<file path="src/rtl/rbf_pkg.sv">
package rbf_pkg;

   localparam int MAX_WIDTH_DEF  = 1024;
   localparam int MAX_HEIGHT_DEF = 4096;

   localparam int PIX_W          = 8;
   localparam int NUM_CH         = 3;
   localparam int WIDTH_REG_W    = 11;
   localparam int HEIGHT_REG_W   = 13;
   localparam int CSR_IDX_W      = 2;
   localparam int CSR_DATA_W     = 13;

   localparam logic [CSR_IDX_W-1:0] CSR_IMAGE_WIDTH  = 2'd0;
   localparam logic [CSR_IDX_W-1:0] CSR_IMAGE_HEIGHT = 2'd1;

   localparam logic [WIDTH_REG_W-1:0]  WIDTH_RESET  = 11'd1024;
   localparam logic [HEIGHT_REG_W-1:0] HEIGHT_RESET = 13'd1024;

   // sum of nine 8-bit values fits in 12 bits; x7282 >> 16 equals /9 for it
   localparam int SUM_W       = 12;
   localparam int RECIP_W     = 13;
   localparam int RECIP_SHIFT = 16;
   localparam logic [RECIP_W-1:0] RECIP_NINE = 13'd7282;

   localparam int QUEUE_DEPTH = 4;
   localparam int QUEUE_AW    = 2;
   localparam int QCNT_W      = 3;

   typedef struct packed {
      logic [PIX_W-1:0] red_in;
      logic [PIX_W-1:0] green_in;
      logic [PIX_W-1:0] blue_in;
   } req_type;

   typedef struct packed {
      logic [PIX_W-1:0] red_out;
      logic [PIX_W-1:0] green_out;
      logic [PIX_W-1:0] blue_out;
      logic             frame_end;
   } rsp_type;

   typedef logic [NUM_CH-1:0][PIX_W-1:0] pixel_type;

   typedef pixel_type [2:0] column_type;

   typedef struct packed {
      pixel_type top;
      pixel_type mid;
   } line_entry_type;

   typedef struct packed {
      logic [NUM_CH-1:0][SUM_W-1:0] sum;
      logic                         frame_end;
   } sum_item_type;

   typedef struct packed {
      logic         valid;
      sum_item_type item;
   } sum_xfer_type;

endpackage

</file>
<file path="src/rtl/rbf_queue.sv">
module rbf_queue (
   input  logic                        clock,
   input  logic                        reset,
   input  rbf_pkg::sum_xfer_type       push,
   input  logic                        pop_ready,
   output rbf_pkg::sum_xfer_type       pop,
   output logic [rbf_pkg::QCNT_W-1:0]  level
);
   import rbf_pkg::*;

   sum_item_type        store_ff [QUEUE_DEPTH];
   logic [QUEUE_AW-1:0] wr_ptr_ff, rd_ptr_ff;
   logic [QCNT_W-1:0]   count_ff, count_in;
   logic                popped;

   assign pop.valid = count_ff != '0;
   assign pop.item  = store_ff[rd_ptr_ff];
   assign popped    = pop.valid && pop_ready;
   assign level     = count_ff;

   always_comb begin
      count_in = count_ff;
      unique case ({push.valid, popped})
         2'b10:   count_in = QCNT_W'(count_ff + QCNT_W'(1));
         2'b01:   count_in = QCNT_W'(count_ff - QCNT_W'(1));
         default: count_in = count_ff;
      endcase
   end

   always_ff @(posedge clock) begin
      if (reset) begin
         wr_ptr_ff <= '0;
         rd_ptr_ff <= '0;
         count_ff  <= '0;
      end else begin
         count_ff <= count_in;
         if (push.valid) begin
            wr_ptr_ff <= QUEUE_AW'(wr_ptr_ff + QUEUE_AW'(1));
         end
         if (popped) begin
            rd_ptr_ff <= QUEUE_AW'(rd_ptr_ff + QUEUE_AW'(1));
         end
      end
   end

   always_ff @(posedge clock) begin
      if (push.valid) begin
         store_ff[wr_ptr_ff] <= push.item;
      end
   end

endmodule

</file>
<file path="config.mk">
export PLATFORM = sky130hd
export DESIGN_NAME = rbf_queue
export DESIGN_NICKNAME = d
export VERILOG_FILES = /design/src/rtl/rbf_pkg.sv /design/src/rtl/rbf_queue.sv
export SDC_FILE = /design/constraint.sdc
export NUM_CORES = 1
export LEC_CHECK = 0
export BUFFER_PORTS_ARGS = -buffer_cell sky130_fd_sc_hd__buf_2
export CORE_MARGIN = 4
export CORE_UTILIZATION = 23
export DETAILED_ROUTE_END_ITERATION = 12
export GPL_TIMING_DRIVEN = 1
export HOLD_SLACK_MARGIN = 0.1
export SLEW_MARGIN = 5
export SYNTH_ARGS = -nofsm -noshare
export SYNTH_HDL_FRONTEND = slang
export SYNTH_SLANG_ARGS = --single-unit
</file>
<file path="constraint.sdc">
create_clock -name clock -period 5.3 [get_ports clock]
set_clock_uncertainty 0.05 [all_clocks]
set_input_delay 0.795 -clock clock [delete_from_list [all_inputs] [get_ports clock]]
set_output_delay 0.795 -clock clock [all_outputs]
set_load 0.01 [all_outputs]
</file>
==> results.toml <==
[yosys]
ys_warn_count = 0
synth.ff_latch_count = 157
synth-seq-area-share_pct = 79.21
synth.avg_cell_area_sq_um = 24.33
synth.top_cell.area_share_pct = 76.13
synth_area_leaders = "edfxtp_1, mux4_2, mux4_1"
synthesis.area_sq_mm = 0.005838
synthDistinctLibCells = 22
synth_fp_nets = 287
synth_top_cell_by_area = "edfxtp_1"
synth_cells = 240

[min_path]
hold_path_class = "reg -> reg"
whs_endpoint = "rd_ptr_ff[1]$_SDFFE_PP0P_"
whs_path_depth = 2
worstHoldStart = "rd_ptr_ff[1]$_SDFFE_PP0P_"

[clock_tree]
cts-root-buf = "clkbuf_16"
clk_pin_slew_ns = 0.07
cts_hold_buf = 0
cts_tree = "done"
htree_levels = 4
clock_path_buffers = 2
clkSinkCount = 157
clock_latency_ns = 0.41
cts_buffers = 17
cts_setup_buffers = 0
post_cts_resized = 0

[critical_path]
critPathSlowestCell = "dfxtp_4"
path_max_fanout = 37
cp-start-kind = "flip-flop"
rr_worst_depth = 7
arrival_ns = 2.12
endpoint_kind = "output pin"
r2r-end = "level[2]$_SDFFE_PP0P_"
cp.required_ns = 4.45
slowest_delay_ns = 0.86
r2r_start = "level[0]$_SDFFE_PP0P_"
crit_family = "flip-flops"
crit_buf_inv = 1
ff2ff_setup_slack_ns = 3.24
cp_cell_sequence = "mux4_1 -> buf_2"
path_class = "reg -> out"

[layout]
nets = 378
layout_commonest_cell = "edfxtp_1"
drive_above_1_share_pct = 43.31
utilization_pct = 28.79
area_growth_pct = 23.83
final-instance-count-excl-fill = 674
antenna_cells = 0
final_cell_mix = "edfxtp_1, buf_2, mux4_2, clkbuf_16, nor2_1"

[sta]
hold_ws_ns = 0.4836
fin_crit_ns = 2.966
slew_violations = 0
timing.slew.headroom_pct = 25.70
setup_violations = 0
hold_viol_final = 0
tightest_slew_ns = 1.115
fin_tns_setup_ns = 0
worst_slack_ns = 2.334
fin_crit_sh_pct = 55.96
max_freq_mhz = 337.2
rsz0062_at_grt = "false"

[placement]
place.gp.congestion = 0.6519
dp.cells = 642
place_ws_ns = 2.688
portBuffers = 81
dpl.hpwl_um = 6476

[pwr]
p_leak_nw = 2.406
power.density_mw_per_mm2 = 464.3
ir_worst_vdd_mv = 0.1963

[detailed_routing]
vias = 2674
drt_wl_total_um = 10890
drt_iter0_markers = 168
drc_errors = 0
postRouteAntennaNets = 0
wl_per_cell_um = 16.16
drtPass1Iterations = 4
vias_per_cell = 3.967

[global_route]
grt_max_degree = 38
grt_pass1_vias = 3057
grt_pass1_wl_um = 17350
grt.overflow.total = 0
grt_use_total_pct = 8.152
antenna_found_initial = 0

[floorplanning]
fp.dieW_um = 167.3
dieArea_sq_mm = 0.02800
core_area_sq_mm = 0.02511
die_h_um = 167.3
io_pins = 82
initial_core_util_pct = 23.25
row_count = 58

[outcome]
outcome = "completed"

[flow_run]
maxCapViolations = 0
## flip-flops by register name, summed over array words and instances, names as in the netlist, named ones only
signal / flops
wr_ptr_ff: 2
level: 3
store_ff: 148
rd_ptr_ff: 2
## logic make-up after synthesis
| logic type | share of synthesized area (%) |
|---|---|
| AOI/OAI and AO/OA | 0.5572 |
| xor gates and xnor gates | 0.7502 |
| adders and majority gates | 1.415 |
| buffers and inverters | 2.014 |
| DFF | 79.21 |
| muxes | 14.90 |
| and+or+nand+nor | 1.157 |
## area by class of cell
| class | count | area [sq um] |
|---|---|---|
| Inverter | 6 | 22.52 |
| Sequential cell | 157 | 4629 |
| Timing Repair Buffer | 81 | 405.4 |
| Tap cell | 330 | 412.9 |
| Multi-Input combinational cell | 68 | 1101 |
| Fill cell | 2540 | 17880 |
| Clock buffer | 17 | 425.4 |
| Clock inverter | 15 | 232.7 |
## cells in the mapped netlist (all sizes together)
cell type,count
buf,7
o21ai,1
edfxtp,148
a21oi,2
inv,6
and2,4
ha,5
clkbuf,2
xnor2,2
o31a,1
mux4,37
mux2i,1
dfxtp,9
xor2,3
o311ai,1
or3,2
fa,1
nor2,8
## through the flow
step / area (sq um) / total power (W)
detailed placement: 6571 / 0.002054
finish: 7229 / 0.003357
floorplan: 5838 / 0.001887
CTS: 7229 / 0.003424
global route: 7229 / 0.003528
global placement: 6571 / 0.002034
## routing by layer
metal | part of all wire [%] | global-route usage, % | routed length (um)
met5 | 0 | 0 | 0
met4 | 1.2 | 2.964 | 129
met3 | 4.7 | 2.550 | 513
met2 | 50 | 13.61 | 5453
met1 | 44 | 9.989 | 4795
## worst reg2reg max path: cells and delay by family (launching register included)
family,cells,cell delay (ns)
xor gates and xnor gates,1,0.16
and+or+nand+nor,1,0.32
AOI/OAI and AO/OA,2,0.38
adders and majority gates,2,0.60
DFF,1,0.43
buffers and inverters,1,0.06
## worst max path at each step
stage,from,end,cells past startpoint
detailed placement,flip-flop,pop[31],2
finish,flip-flop,pop[34],2
floorplan,pop_ready,level[2]$_SDFFE_PP0P_,7
global route,flip-flop,pop[31],2
global placement,flip-flop,pop[34],2
CTS,flip-flop,pop[31],2
## where the power goes
| part | switching, W | internal [W] | total (W) |
|---|---|---|---|
| clock network | 0.000506 | 0.000846 | 0.00135 |
| registers | 0.000104 | 0.00144 | 0.00154 |
| logic | 0.000205 | 0.000261 | 0.000466 |
Power figures use the tool's default switching activity.
