--- config.mk ---
export PLATFORM = sky130hd
export DESIGN_NAME = rbf_back
export DESIGN_NICKNAME = d
export VERILOG_FILES = /design/src/rtl/rbf_pkg.sv /design/src/rtl/rbf_back.sv
export SDC_FILE = /design/constraint.sdc
export NUM_CORES = 1
export LEC_CHECK = 0
export BUFFER_PORTS_ARGS = -buffer_cell sky130_fd_sc_hd__buf_2
export CORE_UTILIZATION = 40
export CTS_CLUSTER_DIAMETER = 200
export DETAILED_ROUTE_END_ITERATION = 12
export GPL_ROUTABILITY_DRIVEN = 0
export PLACE_DENSITY = 0.62
export SLEW_MARGIN = 15
export SYNTH_ARGS = -nofsm -noshare
export SYNTH_HDL_FRONTEND = slang
export SYNTH_SLANG_ARGS = --single-unit
--- constraint.sdc ---
create_clock -name clock -period 6.8 [get_ports clock]
set_clock_uncertainty 0.1 [all_clocks]
set_input_delay 1.36 -clock clock [delete_from_list [all_inputs] [get_ports clock]]
set_output_delay 1.36 -clock clock [all_outputs]
set_load 0.02 [all_outputs]
--- src/rtl/rbf_pkg.sv ---
package rbf_pkg;

   localparam int MAX_WIDTH_DEF  = 1024;
   localparam int MAX_HEIGHT_DEF = 4096;

   localparam int PIX_W          = 8;
   localparam int NUM_CH         = 3;
   localparam int WIDTH_REG_W    = 11;
   localparam int HEIGHT_REG_W   = 13;
   localparam int CSR_IDX_W      = 2;
   localparam int CSR_DATA_W     = 13;

   localparam logic [CSR_IDX_W-1:0] CSR_IMAGE_WIDTH  = 2'd0;
   localparam logic [CSR_IDX_W-1:0] CSR_IMAGE_HEIGHT = 2'd1;

   localparam logic [WIDTH_REG_W-1:0]  WIDTH_RESET  = 11'd1024;
   localparam logic [HEIGHT_REG_W-1:0] HEIGHT_RESET = 13'd1024;

   // sum of nine 8-bit values fits in 12 bits; x7282 >> 16 equals /9 for it
   localparam int SUM_W       = 12;
   localparam int RECIP_W     = 13;
   localparam int RECIP_SHIFT = 16;
   localparam logic [RECIP_W-1:0] RECIP_NINE = 13'd7282;

   localparam int QUEUE_DEPTH = 4;
   localparam int QUEUE_AW    = 2;
   localparam int QCNT_W      = 3;

   typedef struct packed {
      logic [PIX_W-1:0] red_in;
      logic [PIX_W-1:0] green_in;
      logic [PIX_W-1:0] blue_in;
   } req_type;

   typedef struct packed {
      logic [PIX_W-1:0] red_out;
      logic [PIX_W-1:0] green_out;
      logic [PIX_W-1:0] blue_out;
      logic             frame_end;
   } rsp_type;

   typedef logic [NUM_CH-1:0][PIX_W-1:0] pixel_type;

   typedef pixel_type [2:0] column_type;

   typedef struct packed {
      pixel_type top;
      pixel_type mid;
   } line_entry_type;

   typedef struct packed {
      logic [NUM_CH-1:0][SUM_W-1:0] sum;
      logic                         frame_end;
   } sum_item_type;

   typedef struct packed {
      logic         valid;
      sum_item_type item;
   } sum_xfer_type;

endpackage

--- src/rtl/rbf_back.sv ---
module rbf_back (
   input  logic                   clock,
   input  logic                   reset,
   input  rbf_pkg::sum_xfer_type  pop,
   output logic                   pop_ready,
   output logic                   rsp_valid,
   input  logic                   rsp_ready,
   output rbf_pkg::rsp_type       rsp_data
);
   import rbf_pkg::*;

   localparam int PROD_W = SUM_W + RECIP_W;

   logic                                rsp_valid_ff;
   rsp_type                             rsp_data_ff, rsp_data_in;
   logic [NUM_CH-1:0][PIX_W-1:0]        quot;
   logic [NUM_CH-1:0][PROD_W-1:0]       prod;

   assign pop_ready = !rsp_valid_ff || rsp_ready;

   always_comb begin
      for (int k = 0; k < NUM_CH; k++) begin
         prod[k] = PROD_W'(pop.item.sum[k]) * PROD_W'(RECIP_NINE);
         quot[k] = prod[k][RECIP_SHIFT +: PIX_W];
      end
      rsp_data_in.red_out   = quot[0];
      rsp_data_in.green_out = quot[1];
      rsp_data_in.blue_out  = quot[2];
      rsp_data_in.frame_end = pop.item.frame_end;
   end

   always_ff @(posedge clock) begin
      if (reset) begin
         rsp_valid_ff <= 1'b0;
      end else if (pop_ready) begin
         rsp_valid_ff <= pop.valid;
      end
   end

   always_ff @(posedge clock) begin
      if (pop_ready && pop.valid) begin
         rsp_data_ff <= rsp_data_in;
      end
   end

   assign rsp_valid = rsp_valid_ff;
   assign rsp_data  = rsp_data_ff;

endmodule

==> impl_results.md <==
- Final Hold Viols: 0
- DRC viols: 0
- Final Routed Wirelength: 12490 um
- Initial antenna violation count: 0
- Post-synthesis sequential area ratio: 0.1149
- CTS clk-pin slew, worst paths: 70 ps
- Final setup fails: 0
- Delay-heaviest family, CP: adder cells
- Via density per instance: 4.709
- I/O Buffers: 67
- Core area: 16120 sq um
- First-pass GRT wire length: 22430 um
- Area leader, netlist: ha_1
- Top cell type's share of synthesized area: 0.3711
- CTS root buf: clkbuf_16
- Max Root-Sink Buffers: 2
- Clock insertion delay at the later pin of the skew report: 270 ps
- Die height: 131.5 um
- Metal2 WL: 5701 um
- Final nets: 1046
- Status: complete, no violations
- PwrDens: 368.7 nW/um^2
- TritonCTS Sinks: 26
- Crit Path Class: in -> reg
- Slew @ Worst Pin: 455.3 ps
- Mapped Cells: 646
- Routed met3 length: 452 um
- Critical Path Source Type: input pin
- Drt first pass iters: 4
- CP Cell Sequence: buf_2 -> inv_1 -> fa_1 -> inv_1 -> ha_1 -> inv_1 -> fa_1 -> inv_1 -> fa_1 -> inv_1 -> fa_1 -> inv_1 -> ha_1 -> nand3_1 -> a21oi_1 -> a221o_1 -> a41o_1 -> a21o_1 -> a31oi_1 -> xnor2_1
- Hold_buf cts: 0
- CP max stage cell: fa_1
- Setup TNS: 0 ps
- GRT Residual Overflow: 0
- I/O pins: 68
- Fraction of layout cells with a size suffix above 1: 0.1072
- CP dominant cell by count: inv_1
- Async set-or-reset flop fraction in the synthesized netlist: 0
- Worst hold path type: reg -> reg
- Mapped Nets: 973
- Num CTS Buffers: 3
- Hold WS: 417.3 ps
- F_max: 174.0 MHz
- Routed len/inst: 13.37 um
- Slew margin rel.: 0.6965
- Post-DRT Antenna Nets: 0
- Pins over their slew limit: 0
- Drt initial violations: 101
- Post-synth cell types: 41
- Synthesis-to-layout area growth: 10.70%
- Fin crit share: 0.8451
- Cts repair resizes: 0
- DIE AREA: 17290 sq um
- Worst Path Required: 6720 ps
- Unrepaired setup endpoints after global routing: no
- WL met1: 6245 um
- # fillers: 1570
- H-tree depth: 1
- Area contributors post-synth: ha_1 37%, fa_1 26%, edfxtp_1 11%
- Crit path max fanout: 3
- Die Wd: 131.5 um
- Vias in the first global route: 4799
- Setup Buffers After CTS: 0
- Leakage: 4.193 nW
- Critical path capture point type: flop
- Post-synthesis register bit count: 26
- Maximum number of pins on one net before global-route repair: 25
- Max VDD drop: 191.5 uV
- CTS tree: yes
- Yosys warns: 0
- Vias: 4398
- Critical path buffer and inverter count: 7
- Max Cap Viol: 0
- Mapped cell area: 6709 sq um
- Starting Density: 0.4163
- Top FF cell, synth: edfxtp_1
- Rows: 46
- Critical path's largest stage delay: 540 ps
- Dpl hpwl: 11770 um
- Pwr Total: 2.738 mW
- Worst EP arrival: 5660 ps
- Total track usage: 0.1592
- EDFF count, synth: 25
- Uppermost routed layer: met4
- Final Critical Period: 5747 ps
- Diode count: 0
- Util after Layout: 0.4609
- Syn avg cell area: 10.39 sq um
## state kept, by name, summed over array words and instances (netlist names)
name and cells:
rsp_data 25, rsp_valid 1
## metrics by stage
| stage | cells | worst slack [ps] | instance area, sq um |
|---|---|---|---|
| 2_1_floorplan | 646 | 1126 | 6709 |
| 3_3_place_gp | 930 | 829.9 | 7322 |
| 3_5_place_dp | 930 | 734.1 | 7322 |
| 4_1_cts | 934 | 1029 | 7427 |
| 5_1_grt | 934 | 764.2 | 7427 |
| 6_report | 934 | 1053 | 7427 |
## final timing paths
check / from / to / slack (ps) / depth (start not counted)
worst min-delay path: rsp_valid / rsp_valid / 420 / 2
worst max-delay path: pop[2] / rsp_data[22] / 1050 / 20
worst max register to register: rsp_valid / rsp_data[14] / 5450 / 3
worst min register to register: rsp_valid / rsp_valid / 420 / 2
## logic make-up after synthesis
family / after synthesis / share of synthesized area
simple gates: 45 / 0.03189
flops: 26 / 0.1149
xor+xnor: 37 / 0.04830
compound gates: 74 / 0.07460
fa+ha+maj: 286 / 0.6307
buf+inv: 178 / 0.09959
## synth_stat cells (all sizes together) (2+ instances only)
cell,count
nand3,8
a2111oi,2
nand2b,2
o211ai,3
nor2,14
nand2,7
and2,4
o21ai,13
xnor2,24
a21oi,20
a211o,2
nor3,4
nand4,2
o21a,3
edfxtp,25
xor2,13
ha,199
fa,87
a21o,15
o21bai,2
o221ai,3
inv,178
## routing by layer
layer | GRT usage | up-vias
li1 | - | 2251
met1 | 0.2190 | 2089
met2 | 0.2651 | 50
met3 | 0.03009 | 8
met4 | 0.01873 | 0
met5 | 0 | -
## final cells by class
| class | instances | area [sq um] | area share |
|---|---|---|---|
| well taps | 216 | 270.3 | 0.03639 |
| multi-input cells | 442 | 5270 | 0.7096 |
| clock buffers | 3 | 75.07 | 0.01011 |
| clock inverters | 1 | 30.03 | 0.004043 |
| flip-flops and latches | 26 | 770.7 | 0.1038 |
| inverters | 178 | 668.1 | 0.08996 |
| repair buffers | 68 | 342.8 | 0.04616 |
## power by group
| group | switching (mW) | internal (mW) |
|---|---|---|
| logic | 1.25 | 0.966 |
| registers | 0.0165 | 0.332 |
| clock network | 0.0585 | 0.117 |
| total | 1.32 | 1.42 |
## worst register-to-register path, cell delays in order, from the launching register on
cell	delay, ps
dfxtp_1	320
nand2b_1	90
and2_1	160
buf_4	340
## layout by cell type, fill, tap and decap left out, types with 2 or more instances in the layout
cell,netlist,routed
ha_1,199,199
inv_1,178,178
fa_1,87,87
buf_2,0,67
edfxtp_1,25,25
xnor2_1,24,24
a21oi_1,20,20
nor2_1,14,14
a21o_1,13,13
xor2_1,13,13
o21ai_0,12,12
nand3_1,8,8
nand2_1,7,7
and2_1,4,4
nor3_1,4,4
o21a_1,3,3
o221ai_1,3,3
o211ai_1,3,3
clkbuf_16,0,3
nand4_1,2,2
a21o_2,2,2
a211o_1,2,2
o21bai_1,2,2
nand2b_1,2,2
(Power assumes the default switching activity.)
